[config.mk]
export PLATFORM = sky130hd
export DESIGN_NAME = sorter_beat_pipeline_controller
export DESIGN_NICKNAME = d
export VERILOG_FILES = /design/src/rtl/core/sbpc_pkg.sv /design/src/rtl/core/sbpc_target_fifo.sv /design/src/rtl/core/sbpc_stage_cell.sv /design/src/rtl/core/sorter_beat_pipeline_controller.sv
export VERILOG_INCLUDE_DIRS = /design/src /design/src/rtl/core
export SDC_FILE = /design/constraint.sdc
export NUM_CORES = 1
export LEC_CHECK = 0
export ABC_AREA = 1
export BUFFER_PORTS_ARGS = -buffer_cell sky130_fd_sc_hd__buf_2
export CAP_MARGIN = 20
export CORE_ASPECT_RATIO = 0.75
export CORE_MARGIN = 8
export CORE_UTILIZATION = 40
export CTS_BUF_LIST = sky130_fd_sc_hd__clkbuf_8 sky130_fd_sc_hd__clkbuf_16
export DETAILED_ROUTE_END_ITERATION = 8
export PLACE_DENSITY = 0.63
export SLEW_MARGIN = 0
export SYNTH_ARGS = -nofsm -noshare
export SYNTH_HDL_FRONTEND = slang
export SYNTH_SLANG_ARGS = --single-unit
[constraint.sdc]
create_clock -name clk -period 2.8 [get_ports clk]
set_input_delay 0.42 -clock clk [delete_from_list [all_inputs] [get_ports clk]]
set_output_delay 0.42 -clock clk [all_outputs]
set_load 0.05 [all_outputs]
[src/rtl/core/sorter_beat_pipeline_controller_defines.svh]
// Assertion macros for the sorter beat pipeline controller.
// Taken in by the top level; needs a clock named clk and a reset named rst in scope.
`ifndef SORTER_BEAT_PIPELINE_CONTROLLER_DEFINES_SVH
`define SORTER_BEAT_PIPELINE_CONTROLLER_DEFINES_SVH

// Plain clocked property, switched off while reset is held.
`define SBPC_ASSERT(label, prop, msg) \
  label: assert property (@(posedge clk) disable iff (rst) (prop)) else $error(msg);

// Same-cycle implication built on the macro above.
`define SBPC_ASSERT_IMP(label, cond, prop, msg) \
  `SBPC_ASSERT(label, (cond) |-> (prop), msg)

`endif

[src/rtl/core/sbpc_pkg.sv]
// Shared types, constants and the stage routing function of the sorter beat controller.
// No dependencies; used by the stage cell, the target FIFO and the top level.
package sbpc_pkg;

  localparam int NUM_STAGES_DEF  = 8;
  localparam int QUEUE_DEPTH_DEF = 16;
  localparam int TARGET_W        = 3;
  localparam int MOTOR_W         = 8;
  localparam int SLIDE_W         = 16;
  localparam int STATE_W         = 3;
  localparam int CFG_INDEX_W     = 2;
  localparam int CFG_DATA_W      = 16;

  // Configuration register indexes.
  localparam logic [CFG_INDEX_W-1:0] CFG_DIR_INVERT = 2'd0;
  localparam logic [CFG_INDEX_W-1:0] CFG_LEFT_POS   = 2'd1;
  localparam logic [CFG_INDEX_W-1:0] CFG_SLIDE_WAIT = 2'd2;

  localparam logic [MOTOR_W-1:0] DIR_INVERT_RST = 8'h03;
  localparam logic               LEFT_POS_RST   = 1'b0;
  localparam logic [SLIDE_W-1:0] SLIDE_WAIT_RST = 16'd500;

  // Bin identifiers that the routing rules single out.
  localparam logic [TARGET_W-1:0] BIN_EMPTY = 3'd0;
  localparam logic [TARGET_W-1:0] BIN_ONE   = 3'd1;
  localparam logic [TARGET_W-1:0] BIN_TWO   = 3'd2;
  localparam logic [TARGET_W-1:0] BIN_THREE = 3'd3;

  typedef enum logic [1:0] {
    ROT_NONE,
    ROT_LEFT,
    ROT_RIGHT
  } rot_t;

  // Per-transaction commands broadcast along the cell row.
  typedef struct packed {
    logic flush;      // clear the stage target
    logic beat;       // shift in the neighbour's target and relatch enable/direction
    logic home_init;  // first homing step: enable all, clear direction and done
    logic home_step;  // homing step: mask motors whose switch reads low
    logic left_pos;   // a left rotation is a positive move
  } cell_ctrl_t;

  // Only the first three stages have a gate that can rotate.
  function automatic rot_t route_target(input int stage, input logic [TARGET_W-1:0] t);
    rot_t r;
    r = ROT_NONE;
    if (t != BIN_EMPTY) begin
      case (stage)
        0: r = (t == BIN_ONE) ? ROT_LEFT : ROT_RIGHT;
        1: begin
          if (t == BIN_ONE) r = ROT_NONE;
          else r = (t == BIN_TWO) ? ROT_RIGHT : ROT_LEFT;
        end
        2: begin
          if (t == BIN_ONE || t == BIN_TWO) r = ROT_NONE;
          else r = (t == BIN_THREE) ? ROT_LEFT : ROT_RIGHT;
        end
        default: r = ROT_NONE;
      endcase
    end
    return r;
  endfunction

endpackage

[src/rtl/core/sbpc_target_fifo.sv]
// Circular queue of target bins with a registered head read and write bypass.
// Depends on sbpc_pkg.
module sbpc_target_fifo import sbpc_pkg::*; #(
  parameter int QUEUE_DEPTH = QUEUE_DEPTH_DEF
) (
  input  logic                clk,
  input  logic                rst,
  input  logic                en,
  input  logic                push_req,
  input  logic [TARGET_W-1:0] push_data,
  input  logic                flush,
  input  logic                pop,
  output logic                full,
  output logic                avail,
  output logic [TARGET_W-1:0] pop_data
);

  localparam int PTR_W = $clog2(QUEUE_DEPTH);
  localparam int CNT_W = $clog2(QUEUE_DEPTH + 1);
  localparam int SUM_W = CNT_W + 1;

  logic [TARGET_W-1:0] mem [QUEUE_DEPTH];
  logic [TARGET_W-1:0] head;
  logic [PTR_W-1:0]    rd_ptr, rd_ptr_next;
  logic [CNT_W-1:0]    count, count_next;
  logic [SUM_W-1:0]    wr_sum;
  logic [PTR_W-1:0]    wr_addr;
  logic                do_write;

  assign full     = (count == CNT_W'(QUEUE_DEPTH));
  assign do_write = en && push_req && !full;
  assign avail    = (count != '0) || (push_req && !full);
  // An empty queue hands straight through the item written in the same transaction.
  assign pop_data = (count == '0) ? push_data : head;

  assign wr_sum  = SUM_W'(rd_ptr) + SUM_W'(count);
  assign wr_addr = (wr_sum >= SUM_W'(QUEUE_DEPTH)) ? PTR_W'(wr_sum - SUM_W'(QUEUE_DEPTH))
                                                   : PTR_W'(wr_sum);

  always_comb begin
    rd_ptr_next = rd_ptr;
    count_next  = count;
    if (en) begin
      if (flush) begin
        rd_ptr_next = '0;
        count_next  = '0;
      end else begin
        count_next = count + CNT_W'(do_write);
        if (pop) begin
          count_next  = count_next - CNT_W'(1);
          rd_ptr_next = (rd_ptr == PTR_W'(QUEUE_DEPTH - 1)) ? '0 : rd_ptr + PTR_W'(1);
        end
      end
    end
  end

  always_ff @(posedge clk) begin
    if (rst) begin
      rd_ptr <= '0;
      count  <= '0;
    end else begin
      rd_ptr <= rd_ptr_next;
      count  <= count_next;
    end
  end

  always_ff @(posedge clk) begin
    if (do_write) begin
      mem[wr_addr] <= push_data;
    end
  end

  always_ff @(posedge clk) begin
    head <= (do_write && wr_addr == rd_ptr_next) ? push_data : mem[rd_ptr_next];
  end

endmodule

[src/rtl/core/sbpc_stage_cell.sv]
// One pipeline stage and its motor: target slot, enable, direction and homing-done bits.
// Depends on sbpc_pkg.
module sbpc_stage_cell import sbpc_pkg::*; #(
  parameter int STAGE_INDEX = 0
) (
  input  logic                clk,
  input  logic                rst,
  input  cell_ctrl_t          ctrl,
  input  logic [TARGET_W-1:0] target_in,
  input  logic                invert,
  input  logic                home_level,
  output logic [TARGET_W-1:0] target,
  output logic                en_next,
  output logic                dir_next,
  output logic                occupied,
  output logic                home_pending
);

  logic                en, dir, done;
  logic                done_next;
  logic [TARGET_W-1:0] target_next;
  logic                done_eff, trigger, pos;
  rot_t                rot;

  assign rot          = route_target(STAGE_INDEX, target_in);
  assign pos          = ((rot == ROT_LEFT) ? ctrl.left_pos : !ctrl.left_pos) ^ invert;
  assign done_eff     = ctrl.home_init ? 1'b0 : done;
  assign trigger      = !done_eff && !home_level;
  assign home_pending = !done_eff && home_level;
  assign occupied     = (target != BIN_EMPTY);

  always_comb begin
    target_next = target;
    en_next     = en;
    dir_next    = dir;
    done_next   = done;
    if (ctrl.flush) begin
      target_next = BIN_EMPTY;
    end else if (ctrl.beat) begin
      target_next = target_in;
    end
    if (ctrl.beat) begin
      en_next  = (rot != ROT_NONE);
      dir_next = (rot != ROT_NONE) && pos;
    end else if (ctrl.home_step) begin
      en_next   = trigger ? 1'b0 : (ctrl.home_init ? 1'b1 : en);
      dir_next  = ctrl.home_init ? 1'b0 : dir;
      done_next = done_eff || trigger;
    end
  end

  always_ff @(posedge clk) begin
    if (rst) begin
      target <= BIN_EMPTY;
      en     <= 1'b0;
      dir    <= 1'b0;
      done   <= 1'b0;
    end else begin
      target <= target_next;
      en     <= en_next;
      dir    <= dir_next;
      done   <= done_next;
    end
  end

endmodule

[src/rtl/core/sorter_beat_pipeline_controller.sv]
// Top level of the sorter beat pipeline controller: beat sequencer, row of stage cells,
// target FIFO and output skid pair. Depends on sbpc_pkg, sbpc_target_fifo, sbpc_stage_cell.
//
//   channel  handshake               payload
//   in       in_valid / in_stall     push_valid push_target homing_request stepper_running
//                                    home_switches ms_tick
//   out      out_valid / out_stall   enable_mask dir_bits start_move run_homing_speed
//                                    zero_position stop_motion beat_state push_dropped
//   cfg      cfg_we                  cfg_index cfg_data
//
// Every input transaction is processed in the cycle in which it is accepted, so one
// transaction per clock is sustained while in_stall is low; the cell row and the beat
// sequencer compute their next state combinationally. The result is registered in the
// output register, or in the skid register if that is stalled. Reset needs no clearing
// pass; the queue storage is never read before it has been written. in_stall is a flop:
// it is high only while the skid register holds a result behind a stalled output register.
`include "sorter_beat_pipeline_controller_defines.svh"

module sorter_beat_pipeline_controller import sbpc_pkg::*; #(
  parameter int NUM_STAGES  = NUM_STAGES_DEF,
  parameter int QUEUE_DEPTH = QUEUE_DEPTH_DEF
) (
  input  logic                   clk,
  input  logic                   rst,
  // configuration
  input  logic                   cfg_we,
  input  logic [CFG_INDEX_W-1:0] cfg_index,
  input  logic [CFG_DATA_W-1:0]  cfg_data,
  // input channel
  input  logic                   in_valid,
  output logic                   in_stall,
  input  logic                   push_valid,
  input  logic [TARGET_W-1:0]    push_target,
  input  logic                   homing_request,
  input  logic                   stepper_running,
  input  logic [MOTOR_W-1:0]     home_switches,
  input  logic                   ms_tick,
  // output channel
  output logic                   out_valid,
  input  logic                   out_stall,
  output logic [MOTOR_W-1:0]     enable_mask,
  output logic [MOTOR_W-1:0]     dir_bits,
  output logic                   start_move,
  output logic                   run_homing_speed,
  output logic                   zero_position,
  output logic                   stop_motion,
  output logic [STATE_W-1:0]     beat_state,
  output logic                   push_dropped
);

  // Beat sequencer states; the homing state is also the default arm.
  localparam logic [STATE_W-1:0] ST_IDLE    = 3'd0;
  localparam logic [STATE_W-1:0] ST_PREP    = 3'd1;
  localparam logic [STATE_W-1:0] ST_MOVING  = 3'd2;
  localparam logic [STATE_W-1:0] ST_SLIDING = 3'd3;
  localparam logic [STATE_W-1:0] ST_DONE    = 3'd4;
  localparam logic [STATE_W-1:0] ST_HOMING  = 3'd5;

  typedef struct packed {
    logic [MOTOR_W-1:0] enable_mask;
    logic [MOTOR_W-1:0] dir_bits;
    logic               start_move;
    logic               run_homing_speed;
    logic               zero_position;
    logic               stop_motion;
    logic [STATE_W-1:0] beat_state;
    logic               push_dropped;
  } result_t;

  // Configuration registers, to be written only while the block is quiet; not enforced.
  logic [MOTOR_W-1:0] dir_invert_mask;
  logic               left_is_positive;
  logic [SLIDE_W-1:0] slide_wait_limit;

  always_ff @(posedge clk) begin
    if (rst) begin
      dir_invert_mask  <= DIR_INVERT_RST;
      left_is_positive <= LEFT_POS_RST;
      slide_wait_limit <= SLIDE_WAIT_RST;
    end else if (cfg_we) begin
      case (cfg_index)
        CFG_DIR_INVERT: dir_invert_mask  <= cfg_data[MOTOR_W-1:0];
        CFG_LEFT_POS:   left_is_positive <= cfg_data[0];
        CFG_SLIDE_WAIT: slide_wait_limit <= cfg_data[SLIDE_W-1:0];
        default: ;
      endcase
    end
  end

  logic accept;
  assign accept = in_valid && !in_stall;

  // Sequencer registers.
  logic [STATE_W-1:0] state, state_next;
  logic [SLIDE_W-1:0] wait_counter, wait_counter_next, wait_inc;
  logic               homing_started, homing_started_next;

  // FIFO interface.
  logic                fifo_full, fifo_avail, fifo_pop;
  logic [TARGET_W-1:0] fifo_data;

  // Cell row.
  cell_ctrl_t            ctrl;
  logic [TARGET_W-1:0]   stage_tgt [NUM_STAGES];
  logic [NUM_STAGES-1:0] en_vec, dir_vec, occ_vec, pend_vec;
  logic [TARGET_W-1:0]   head_target;

  logic    eff_homing;
  logic    start_c, run_homing_c, zero_c, stop_c;
  result_t result, out_reg, skid_reg;
  logic    skid_valid;

  // A homing request overrides the current state for this transaction.
  assign eff_homing = homing_request || (state != ST_IDLE && state != ST_PREP &&
                      state != ST_MOVING && state != ST_SLIDING && state != ST_DONE);

  assign wait_inc = (ms_tick && wait_counter != '1) ? wait_counter + SLIDE_W'(1) : wait_counter;

  always_comb begin
    state_next          = state;
    wait_counter_next   = wait_counter;
    homing_started_next = homing_started;
    ctrl                = '0;
    ctrl.left_pos       = left_is_positive;
    ctrl.flush          = accept && homing_request;
    fifo_pop            = 1'b0;
    start_c             = 1'b0;
    run_homing_c        = 1'b0;
    zero_c              = 1'b0;
    stop_c              = 1'b0;
    if (eff_homing) begin
      ctrl.home_step = accept;
      ctrl.home_init = accept && !homing_started;
      if (pend_vec == '0) begin
        stop_c              = 1'b1;
        zero_c              = 1'b1;
        homing_started_next = 1'b0;
        state_next          = ST_IDLE;
      end else begin
        run_homing_c        = 1'b1;
        homing_started_next = 1'b1;
        state_next          = ST_HOMING;
      end
    end else begin
      case (state)
        ST_IDLE: begin
          if (fifo_avail || occ_vec != '0) state_next = ST_PREP;
        end
        ST_PREP: begin
          ctrl.beat  = accept;
          fifo_pop   = fifo_avail;
          start_c    = (en_vec != '0);
          state_next = ST_MOVING;
        end
        ST_MOVING: begin
          if (!stepper_running) begin
            zero_c            = 1'b1;
            wait_counter_next = '0;
            state_next        = ST_SLIDING;
          end
        end
        ST_SLIDING: begin
          wait_counter_next = wait_inc;
          if (wait_inc >= slide_wait_limit) state_next = ST_DONE;
        end
        default: begin
          state_next = ST_IDLE;
        end
      endcase
    end
  end

  always_ff @(posedge clk) begin
    if (rst) begin
      state          <= ST_IDLE;
      wait_counter   <= '0;
      homing_started <= 1'b0;
    end else if (accept) begin
      state          <= state_next;
      wait_counter   <= wait_counter_next;
      homing_started <= homing_started_next;
    end
  end

  sbpc_target_fifo #(
    .QUEUE_DEPTH(QUEUE_DEPTH)
  ) u_fifo (
    .clk      (clk),
    .rst      (rst),
    .en       (accept),
    .push_req (push_valid),
    .push_data(push_target),
    .flush    (homing_request),
    .pop      (fifo_pop),
    .full     (fifo_full),
    .avail    (fifo_avail),
    .pop_data (fifo_data)
  );

  // Stage 0 takes the queue head, or an empty slot when nothing is queued.
  assign head_target = fifo_avail ? fifo_data : BIN_EMPTY;

  for (genvar g = 0; g < NUM_STAGES; g++) begin : g_cell
    logic [TARGET_W-1:0] nb_target;
    if (g == 0) begin : g_head
      assign nb_target = head_target;
    end else begin : g_link
      assign nb_target = stage_tgt[g-1];
    end
    sbpc_stage_cell #(
      .STAGE_INDEX(g)
    ) u_cell (
      .clk         (clk),
      .rst         (rst),
      .ctrl        (ctrl),
      .target_in   (nb_target),
      .invert      (dir_invert_mask[g]),
      .home_level  (home_switches[g]),
      .target      (stage_tgt[g]),
      .en_next     (en_vec[g]),
      .dir_next    (dir_vec[g]),
      .occupied    (occ_vec[g]),
      .home_pending(pend_vec[g])
    );
  end

  always_comb begin
    result.enable_mask      = MOTOR_W'(en_vec);
    result.dir_bits         = MOTOR_W'(dir_vec);
    result.start_move       = start_c;
    result.run_homing_speed = run_homing_c;
    result.zero_position    = zero_c;
    result.stop_motion      = stop_c;
    result.beat_state       = state_next;
    result.push_dropped     = push_valid && fifo_full;
  end

  // Output register with a skid register behind it, so that a stalled result does not
  // block the input side at once: the next result waits in the skid register.
  assign in_stall = skid_valid;

  always_ff @(posedge clk) begin
    if (rst) begin
      out_valid  <= 1'b0;
      skid_valid <= 1'b0;
    end else if (!out_valid || !out_stall) begin
      if (skid_valid) begin
        out_valid  <= 1'b1;
        skid_valid <= 1'b0;
      end else begin
        out_valid <= accept;
      end
    end else if (accept) begin
      skid_valid <= 1'b1;
    end
  end

  always_ff @(posedge clk) begin
    if (!out_valid || !out_stall) begin
      if (skid_valid) begin
        out_reg <= skid_reg;
      end else if (accept) begin
        out_reg <= result;
      end
    end else if (accept) begin
      skid_reg <= result;
    end
  end

  assign enable_mask      = out_reg.enable_mask;
  assign dir_bits         = out_reg.dir_bits;
  assign start_move       = out_reg.start_move;
  assign run_homing_speed = out_reg.run_homing_speed;
  assign zero_position    = out_reg.zero_position;
  assign stop_motion      = out_reg.stop_motion;
  assign beat_state       = out_reg.beat_state;
  assign push_dropped     = out_reg.push_dropped;

  // The skid register only ever holds a result behind an occupied output register.
  `SBPC_ASSERT_IMP(a_skid_behind_out, skid_valid, out_valid, "skid full with output empty")
  // Homing is only marked as started while the sequencer sits in the homing state.
  `SBPC_ASSERT_IMP(a_homing_flag, homing_started, state == ST_HOMING,
                   "homing flag set outside homing")
  // A move command always leaves the sequencer waiting for the stepper.
  `SBPC_ASSERT_IMP(a_move_state, out_valid && start_move, beat_state == ST_MOVING,
                   "move commanded outside the moving state")
  // End of homing declares zero and returns to idle.
  `SBPC_ASSERT_IMP(a_home_end, out_valid && stop_motion,
                   zero_position && beat_state == ST_IDLE, "homing end without zero or idle")

endmodule

# After elaboration in Yosys (flattened, before gate mapping)
# Memories as Yosys holds them, arrays and structs flattened. A register that Yosys moved wholly into a read port is not among the register bits.
# Index checks and enable logic that the tools add are counted.
totals:
  ram_bits: 48
  ff_bits: 147
  n_memories: 1
  wordCells: 305
  out_inout_bits: 26
classes:
  bitwise: 6
  magnitude_cmp: 2
  addsub: 6
  mux: 112
  n_eq_ne: 22
  reduce_logical: 98
mem_list:
  columns: ["memory", "words", "word_bits", "read_ports", "rd_ports_with_merged_regs", "wr", "line", "text"]
  rows:
  - ["u_fifo.mem", 16, 3, 1, 1, 1, "sbpc_target_fifo.sv:22", "logic [TARGET_W-1:0] mem [QUEUE_DEPTH];"]
ops:
  columns: ["cell", "count"]
  rows:
  - ["1-bit 2-to-1 mux", 83]
  - ["24-bit 2-to-1 mux", 2]
  - ["16-bit 2-to-1 mux", 2]
  - ["16-bit case mux with 2 select lines", 1]
  - ["1-bit logical AND", 31]
  - ["3-bit nonzero test", 10]
  - ["1-bit zero test", 22]
  - ["3-bit 2-to-1 mux", 7]
  - ["4-bit 2-to-1 mux", 5]
  - ["2-bit 2-to-1 mux", 9]
  - ["16-bit by 1-bit adder with 16-bit output, second input constant", 1]
  - ["16-bit >= comparator", 1]
  - ["16-bit inequality test, second input constant", 1]
  - ["8-bit nonzero test", 2]
  - ["3-bit by 2-bit == test with 1-bit output, second input constant", 5]
  - ["2-bit AND reduction", 7]
  - ["1-bit logical OR", 13]
  - ["3-bit by 1-bit == test with 1-bit output, second input constant", 4]
  - ["3-bit case mux with 4 select lines", 1]
  - ["5-bit 2-to-1 mux", 2]
  - ["2-bit nonzero test", 5]
  - ["2-bit by 1-bit == test with 1-bit output, second input constant", 4]
  - ["8-bit zero test", 1]
  - ["4-bit by 5-bit adder with 6-bit output", 1]
  - ["20 further kinds", 26]

# Logic depth before layout (Yosys ltp)
# Gate-level depths: netlist of run 1.
depth:
  ltp_word: 18
  mapped_depth: 23
  ltp_nobuf: 23

# Hierarchy
# A second synthesis of run 1 with hierarchy kept.
unflattened:
  cells_unflattened: 1299
  hier_area_um2: 10182.3
modules_own_cells:
  columns: ["module", "area_per_inst_um2", "cells_per_inst", "seq_area_each_um2", "n_inst"]
  rows:
  - ["sorter_beat_pipeline_controller", 4778.3, 583, 2382.3, 1]
  - ["sbpc_target_fifo", 3083.0, 360, 1701.6, 1]
  - ["sbpc_stage_cell (g_cell[3].u_cell ...)", 267.8, 41, 120.1, 5]
  - ["sbpc_stage_cell (g_cell[1].u_cell)", 340.3, 53, 120.1, 1]
  - ["sbpc_stage_cell (g_cell[0].u_cell)", 322.8, 49, 120.1, 1]
  - ["sbpc_stage_cell (g_cell[2].u_cell)", 319.1, 49, 120.1, 1]

# Worst setup path after synthesis of run 1
# Ideal clock, no wire load.
synth_timing:
  path_type: "register to register"
  start: "register wait_counter[0]"
  end: "register out_reg (netlist bit beat_state[0]) (data pin)"
  period_less_slack_ps: 2844
  slack_ps: -44
  arrival_time_ps: 2589
  stages_incl_launch_ff: 22
  required_ps: 2545
  n_path_buf: 1
  setup_time_ps: 255
  cell_sequence: "dfxtp_1 -> ha_1 -> nand2_2 -> nor2_4 -> nand3_1 -> nor2_2 -> nand4_2 -> nand2_4 -> inv_4 -> buf_6 -> o21ai_0 -> inv_1 -> ha_1 -> nand2_1 -> nor3_1 -> nand3_1 -> nand4_1 -> nand2_1 -> nand2_1 -> nand2_1 -> nand2_1 -> nand2_1"
synth_rtl:
  columns: ["element", "line", "text"]
  rows:
  - ["from (decl)", "sorter_beat_pipeline_controller.sv:95", "logic [SLIDE_W-1:0] wait_counter, wait_counter_next, wait_inc;"]
  - ["from (signal assigned)", "sorter_beat_pipeline_controller.sv:180", "wait_counter <= wait_counter_next;"]
  - ["to (signal assigned)", "sorter_beat_pipeline_controller.sv:261", "out_reg <= skid_reg;"]
  - ["to (signal assigned)", "sorter_beat_pipeline_controller.sv:263", "out_reg <= result;"]
  - ["to (decl)", "sorter_beat_pipeline_controller.sv:110", "result_t result, out_reg, skid_reg;"]

==> results of run 1 <==
[per-stage QoR]
stage	utilization, %	instances	hold WS [ns]	TNS [ns]	total power, W
4_1_cts	46.8	1503	0.190	-0.0958	0.00619
3_3_place_gp	44.1	1467	0.450	-0.118	0.00384
2_1_floorplan	-	1103	0.435	0	0.00366
3_5_place_dp	44.1	1467	0.456	-0.249	0.00385
6_report	47.1	1503	0.203	-0.130	0.00614
5_1_grt	47.1	1503	0.206	-1.97	0.00638
[critical path, stage by stage, from the launching register on]
cell and delay [ns]:
dfxtp_2 0.35, ha_4 0.15, nand2_4 0.06, nor2_4 0.12
nand3_2 0.10, nor2_4 0.12, nand4_4 0.09, nand2_4 0.14
buf_6 0.12, nor2_1 0.04, xor2_1 0.13, inv_1 0.10
ha_4 0.28, nand2_2 0.05, nor2_2 0.11, nand2_1 0.06
o211ai_1 0.08, nand2_1 0.09, nand4_1 0.11, nand2_1 0.08
nand2_2 0.08, nand2_2 0.06, nand2_1 0.06, nand2_1 0.06
[logic make-up after synthesis]
| group | share of synthesized area, % |
|---|---|
| buf+inv | 7.89 |
| xor+xnor | 2.55 |
| compound gates | 9.36 |
| fa+ha+maj | 3.45 |
| simple gates | 23.5 |
| flops | 53.3 |
[layout make-up]
cell class	count	share of cell area, %
Sequential cell	199	45.9
Multi-Input combinational cell	722	34.6
Timing Repair Buffer	104	5.81
Inverter	146	5.13
Clock buffer	17	3.94
Tap cell	300	3.48
Clock inverter	15	1.17
[metal layers]
metal | vias up | global-route usage [%] | share of wire (%)
met5 | - | 0 | 0
met2 | 149 | 23.3 | 44
met1 | 3435 | 22.8 | 50
li1 | 3776 | - | -
met3 | 15 | 3.67 | 5.3
met4 | 0 | 3.19 | 0.59
[timing repair]
item                                   4_1_cts  5_1_grt
setup buffers                                4        0
pin swaps                                    6       16
endpoints found under the hold margin        0        0
setup endpoints to repair                    7        9
resized for setup                           11       19
gates cloned                                 0        0
[worst max-delay path by stage]
stage,depth (start not counted),to,slack [ns]
after floorplan,23,beat_state[0]$_DFFE_PP_,0.02
after global placement,22,beat_state[0]$_DFFE_PP_,-0.08
after detailed placement,22,beat_state[0]$_DFFE_PP_,-0.11
after CTS,23,beat_state[0]$_DFFE_PP_,-0.06
after global routing,23,beat_state[0]$_DFFE_PP_,-0.34
final,23,beat_state[0]$_DFFE_PP_,-0.08
[cell usage in the layout, fill, tap and decap left out, types with 6 or more instances in the layout]
cell       instances
buf_4             40
inv_2              7
nand2_2           11
inv_1            138
nand3_1           77
xor2_1            16
o211ai_1           9
dfxtp_1          100
nor2_1            82
buf_2             63
o21ai_0           45
nor3_1            12
edfxtp_1          96
ha_1              20
nand2_1          286
inv_6              6
clkbuf_16         17
xnor2_1           11
a21oi_1           86
nand4_1            8
a21oi_2            6
[power by group through the flow]
stage,Combinational [W],Clock (W),Sequential (W)
finish,0.000628,0.00234,0.00317
detailed placement,0.000614,0,0.00324
CTS,0.000627,0.00239,0.00317
floorplan,0.000326,0,0.00334
global route,0.000696,0.00251,0.00318
global placement,0.000605,0,0.00324
==> impl_metrics.json, run 1 <==
{
  "max_slew_margin_pct": 39.6,
  "final.fill_count": 2215,
  "dr_total_vias": 7375,
  "finalSetupViolCount": 3,
  "status": "finished with violations",
  "largest_reg_flops": 48,
  "numCtsBuffers": 17,
  "areaGrowthSynthToFinish_pct": 16.3,
  "synth_edf_count": 96,
  "hold_class": "primary input to flop",
  "syn_nets": 1166,
  "hp-start": "cfg_data[8]",
  "p_leak_nw": 4.64,
  "yosysMostFrequentCell": "nand2_1",
  "seqPwrFrac_pct": 51.7,
  "grt_use_total_pct": 15.7,
  "drc": 0,
  "finalWorstSetupSlack_ns": -0.0846,
  "dp_slack_ns": -0.107,
  "required_ns": 2.99,
  "r2r-start": "wait_counter[1]$_SDFFE_PP0P_",
  "synth_top_cell_by_area": "edfxtp_1",
  "drv_slew": 0,
  "finalCritPeriodShare_pct": 103,
  "synth-warning-count": 0,
  "grt_max_degree": 53,
  "r2r-end": "beat_state[0]$_DFFE_PP_",
  "register_area_um2": 4950,
  "synth_common_cells": "nand2_1 (290), inv_1 (139), dfxtp_1 (103), edfxtp_1 (96), a21oi_1 (88)",
  "start_util_pct": 40.5,
  "clkSinkCount": 199,
  "ant_nets": 0,
  "drt-initial-drc-count": 588,
  "synthFlopType": "dfxtp_1",
  "max_freq_mhz": 347,
  "p_comb_share_pct": 10.2,
  "crit_path_start": "wait_counter[1]$_SDFFE_PP0P_",
  "rows": 48,
  "h-tree-depth": 4,
  "cts_tree": "yes",
  "wirelength_um": 21700,
  "skew_ns": 0.0116,
  "fin_nets": 1253,
  "clock_latency_ns": 0.44,
  "max_cap_violations": 0,
  "postPlaceCellArea_um2": 10100,
  "synth-seq-cells": 199,
  "violations": "negative setup slack",
  "synthArstFlopShare_pct": 0,
  "worst-r2r-setup-slack_ns": -0.08,
  "cts_hold_buffers": 0,
  "postSynthCellCount": 1103,
  "synth_cell_types": 43,
  "tightest_slew_ns": 0.903,
  "first_global_vias": 6920,
  "coreArea_um2": 22900,
  "synth_area_per_cell_um2": 8.41,
  "place_congestion": 0.882,
  "crit_arrival_ns": 3.07,
  "drive_gt1_share_pct": 16.1,
  "cts_root_buf": "clkbuf_16",
  "dp_hpwl_um": 15400,
  "worstRegToRegCells": 23,
  "die_y_um": 148,
  "synthTopCellsByArea": "edfxtp_1 (31%), dfxtp_1 (22%), nand2_1 (12%)",
  "rsz0062_at_grt": "true",
  "fp.dieW_um": 192,
  "power.switching_w": 0.00159,
  "synth_top_area_share_pct": 31.1,
  "peakVddDrop_v": 0.000355,
  "synth-seq-area-share_pct": 53.3,
  "multi_input_area_um2": 3730,
  "die_area_um2": 28400,
  "min_to": "slide_wait_limit[8]$_SDFFE_PP1P_",
  "swShare_pct": 25.9,
  "fin_area_um2": 10800,
  "overflow": 0,
  "cp_max_fo": 4,
  "p_int_w": 0.00455,
  "path_clk_slew_ns": 0.07,
  "worstSetupPathType": "flop to flop",
  "crit_path_end_kind": "flop",
  "dr.pass1.iters": 5,
  "grt_antenna_before_repair": 0,
  "power.density_nw_per_um2": 569,
  "port_buffers": 63,
  "min_period_ns": 2.88,
  "viasPerCell": 4.91,
  "grt_pass1_wl_um": 35800,
  "finalHoldViolCount": 0,
  "clockBufferDepth": 2,
  "synth_area_um2": 9280,
  "min_path_cells": 3,
  "num_antenna_cells": 0,
  "power_frac_clock_pct": 38.1,
  "wl_per_cell_um": 14.4,
  "cp-start-kind": "flop",
  "io_pins": 64
}
Power figures use the tool's default switching activity.
==> inputs of run 2 (changes only) <==
--- a/config.mk
+++ b/config.mk
@@ -15,6 +15,7 @@
 export CTS_BUF_LIST = sky130_fd_sc_hd__clkbuf_8 sky130_fd_sc_hd__clkbuf_16
 export DETAILED_ROUTE_END_ITERATION = 8
 export PLACE_DENSITY = 0.63
+export SETUP_SLACK_MARGIN = 0.02
 export SLEW_MARGIN = 0
 export SYNTH_ARGS = -nofsm -noshare
 export SYNTH_HDL_FRONTEND = slang
==> constraint.sdc (replaced) <==
create_clock -name clk -period 2.65 [get_ports clk]
set_input_delay 0.3975 -clock clk [delete_from_list [all_inputs] [get_ports clk]]
set_output_delay 0.3975 -clock clk [all_outputs]
set_load 0.05 [all_outputs]
==> run 2 against run 1 <==
Against the previous run:
- the run still ends with negative setup slack left
- sequential share of layout area decreased by 1.6 points
- sequential power rose by 6%
- clock skew increased by 0.0026 ns
- count of clock-buffer cells in the layout unchanged
- hold slack worse by 0.032 ns
- routed wire length rose by 5.0%
- utilization up 1.7 points
- power increased by 9.4%
- first-iteration DRC count fell by 5.3%
- via count increased by 1.5%
- combinational power up 14%
- global-route usage is 0.50 points higher
- largest power group unchanged
==> impl_metrics.json, run 2 (same netlist as run 1, synthesis figures left out) <==
{
  "status": "finished with violations",
  "violations": "negative setup slack",
  "power_frac_clock_pct": 39.5,
  "min_period_ns": 2.93,
  "largest_reg_flops": 48,
  "clock_latency_ns": 0.45,
  "max_cap_violations": 0,
  "tightest_slew_ns": 0.897,
  "peakVddDrop_v": 0.000399,
  "overflow": 0,
  "h-tree-depth": 4,
  "coreArea_um2": 22900,
  "critical-path-slowest-cell": "dfxtp_4",
  "p_int_w": 0.00495,
  "required_ns": 2.85,
  "whs_ns": 0.171,
  "areaGrowthSynthToFinish_pct": 20.5,
  "viasPerCell": 4.92,
  "finalHoldViolCount": 0,
  "rows": 48,
  "power_w": 0.00672,
  "grt_use_total_pct": 16.2,
  "p_leak_nw": 4.80,
  "dp_slack_ns": -0.253,
  "cts_tree": "yes",
  "grt_max_degree": 53,
  "io_pins": 64,
  "worstRegToRegCells": 21,
  "dpl.cell_count": 1478,
  "path_clk_slew_ns": 0.08,
  "place_congestion": 0.890,
  "postPlaceCellArea_um2": 10200,
  "drc": 0,
  "start_util_pct": 40.5,
  "cts_hold_buffers": 0,
  "crit_path_max_incr_delay_ns": 0.37,
  "final_cell_mix": "nand2_1 (281), inv_1 (137), dfxtp_1 (99), edfxtp_1 (96), nor2_1 (81)",
  "final_common_cell": "nand2_1",
  "dr_total_vias": 7488,
  "clockBufferDepth": 2,
  "num_antenna_cells": 0,
  "power.switching_w": 0.00177,
  "drv_slew": 0,
  "seqPwrFrac_pct": 49.9,
  "fin_cells": 1522,
  "die_y_um": 148,
  "rsz0062_at_grt": "true",
  "r2r-start": "wait_counter[0]$_SDFFE_PP0P_",
  "hold_class": "primary input to flop",
  "crit_arrival_ns": 3.13,
  "max_slew_margin_pct": 40.0,
  "port_buffers": 63,
  "hp-start": "cfg_data[8]",
  "grt_pass1_wl_um": 36700,
  "wirelength_um": 22800,
  "finalCritPeriodShare_pct": 110,
  "cts_root_buf": "clkbuf_16",
  "worstSetupPathType": "flop to flop",
  "clkSinkCount": 199,
  "cp_common_cell": "nand2_1",
  "ant_nets": 0,
  "drive_gt1_share_pct": 19.5,
  "crit_path_end_kind": "flop",
  "drt-initial-drc-count": 557,
  "power.density_nw_per_um2": 601,
  "dr.pass1.iters": 7,
  "worst-r2r-setup-slack_ns": -0.28,
  "worstPathCellList": "ha_4 -> nand2_4 -> nor2_4 -> nand3_2 -> nor2_4 -> nand4_4 -> nand2_4 -> inv_8 -> buf_4 -> o21ai_1 -> inv_1 -> ha_1 -> nand2_2 -> nor3_4 -> nand3_2 -> nand4_1 -> nand2_1 -> nand2_1 -> nand2_1 -> nand2_1 -> nand2_1",
  "cp_max_fo": 9,
  "finalSetupViolCount": 9,
  "fin_nets": 1272,
  "cp-start-kind": "flop",
  "p_comb_share_pct": 10.6,
  "crit_path_start": "wait_counter[0]$_SDFFE_PP0P_",
  "swShare_pct": 26.3,
  "numCtsBuffers": 17,
  "fp.dieW_um": 192,
  "dp_hpwl_um": 15800,
  "finalWorstSetupSlack_ns": -0.277,
  "min_path_cells": 3,
  "wl_per_cell_um": 15.0,
  "die_area_um2": 28400,
  "skew_ns": 0.0142,
  "max_freq_mhz": 342,
  "fin_area_um2": 11200,
  "grt_antenna_before_repair": 0,
  "first_global_vias": 7276
}
-- run 2: cell count changes in the layout (fill, tap and decap cells not counted), sizes merged --
cell	previous run	this run
bufinv	1	2
buf	104	123
inv	151	153
clkinv	8	4
clkinvlp	1	2
-- run 2: cell type report --
class / count / area (µm²)
flip-flops and latches: 199 / 4950
clock buffers: 17 / 425
inverters: 146 / 556
multi-input cells: 722 / 3910
clock inverters: 15 / 168
well taps: 300 / 375
repair buffers: 123 / 793
fillers: 2158 / 11700
-- run 2: critical path: cells and delay by family, from the launching register on --
family / cells / cell delay (ns)
and+or+nand+nor: 15 / 1.49
AOI/OAI and AO/OA: 1 / 0.13
adders and majority gates: 2 / 0.43
DFF: 1 / 0.37
buffers and inverters: 3 / 0.28
-- run 2: final timing paths --
check	end
worst min register to register	g_cell[7].u_cell.target[2]$_SDFFE_PP0P_
worst max register to register	beat_state[0]$_DFFE_PP_
worst min-delay path	slide_wait_limit[8]$_SDFFE_PP1P_
worst max-delay path	beat_state[0]$_DFFE_PP_
-- run 2: power groups by stage --
| stage | Clock [W] | Combinational [W] | Sequential (W) |
|---|---|---|---|
| detailed placement | 0 | 0.000654 | 0.00342 |
| global placement | 0 | 0.000645 | 0.00342 |
| floorplan | 0 | 0.000345 | 0.00353 |
| CTS | 0.00270 | 0.000694 | 0.00335 |
| global route | 0.00283 | 0.000785 | 0.00336 |
| finish | 0.00265 | 0.000715 | 0.00335 |
-- run 2: metrics by stage --
step	util, %	TNS (ns)
floorplan	-	-0.0797
global placement	44.5	-1.51
detailed placement	44.5	-1.68
CTS	48.2	-1.58
global route	48.9	-3.05
finish	48.9	-1.73
-- run 2: repair_timing --
action / in CTS / in global routing
setup endpoints to repair: 9 / 9
setup buffers: 10 / 3
pin swaps: 21 / 18
hold endpoints to repair: 0 / 0
resized for setup: 38 / 29
-- run 2: layer usage --
| metal | routed length, µm | track usage (%) |
|---|---|---|
| met4 | 187 | 3.99 |
| met3 | 1080 | 3.41 |
| met5 | 0 | 0 |
| met1 | 11100 | 22.6 |
| met2 | 10400 | 25.3 |
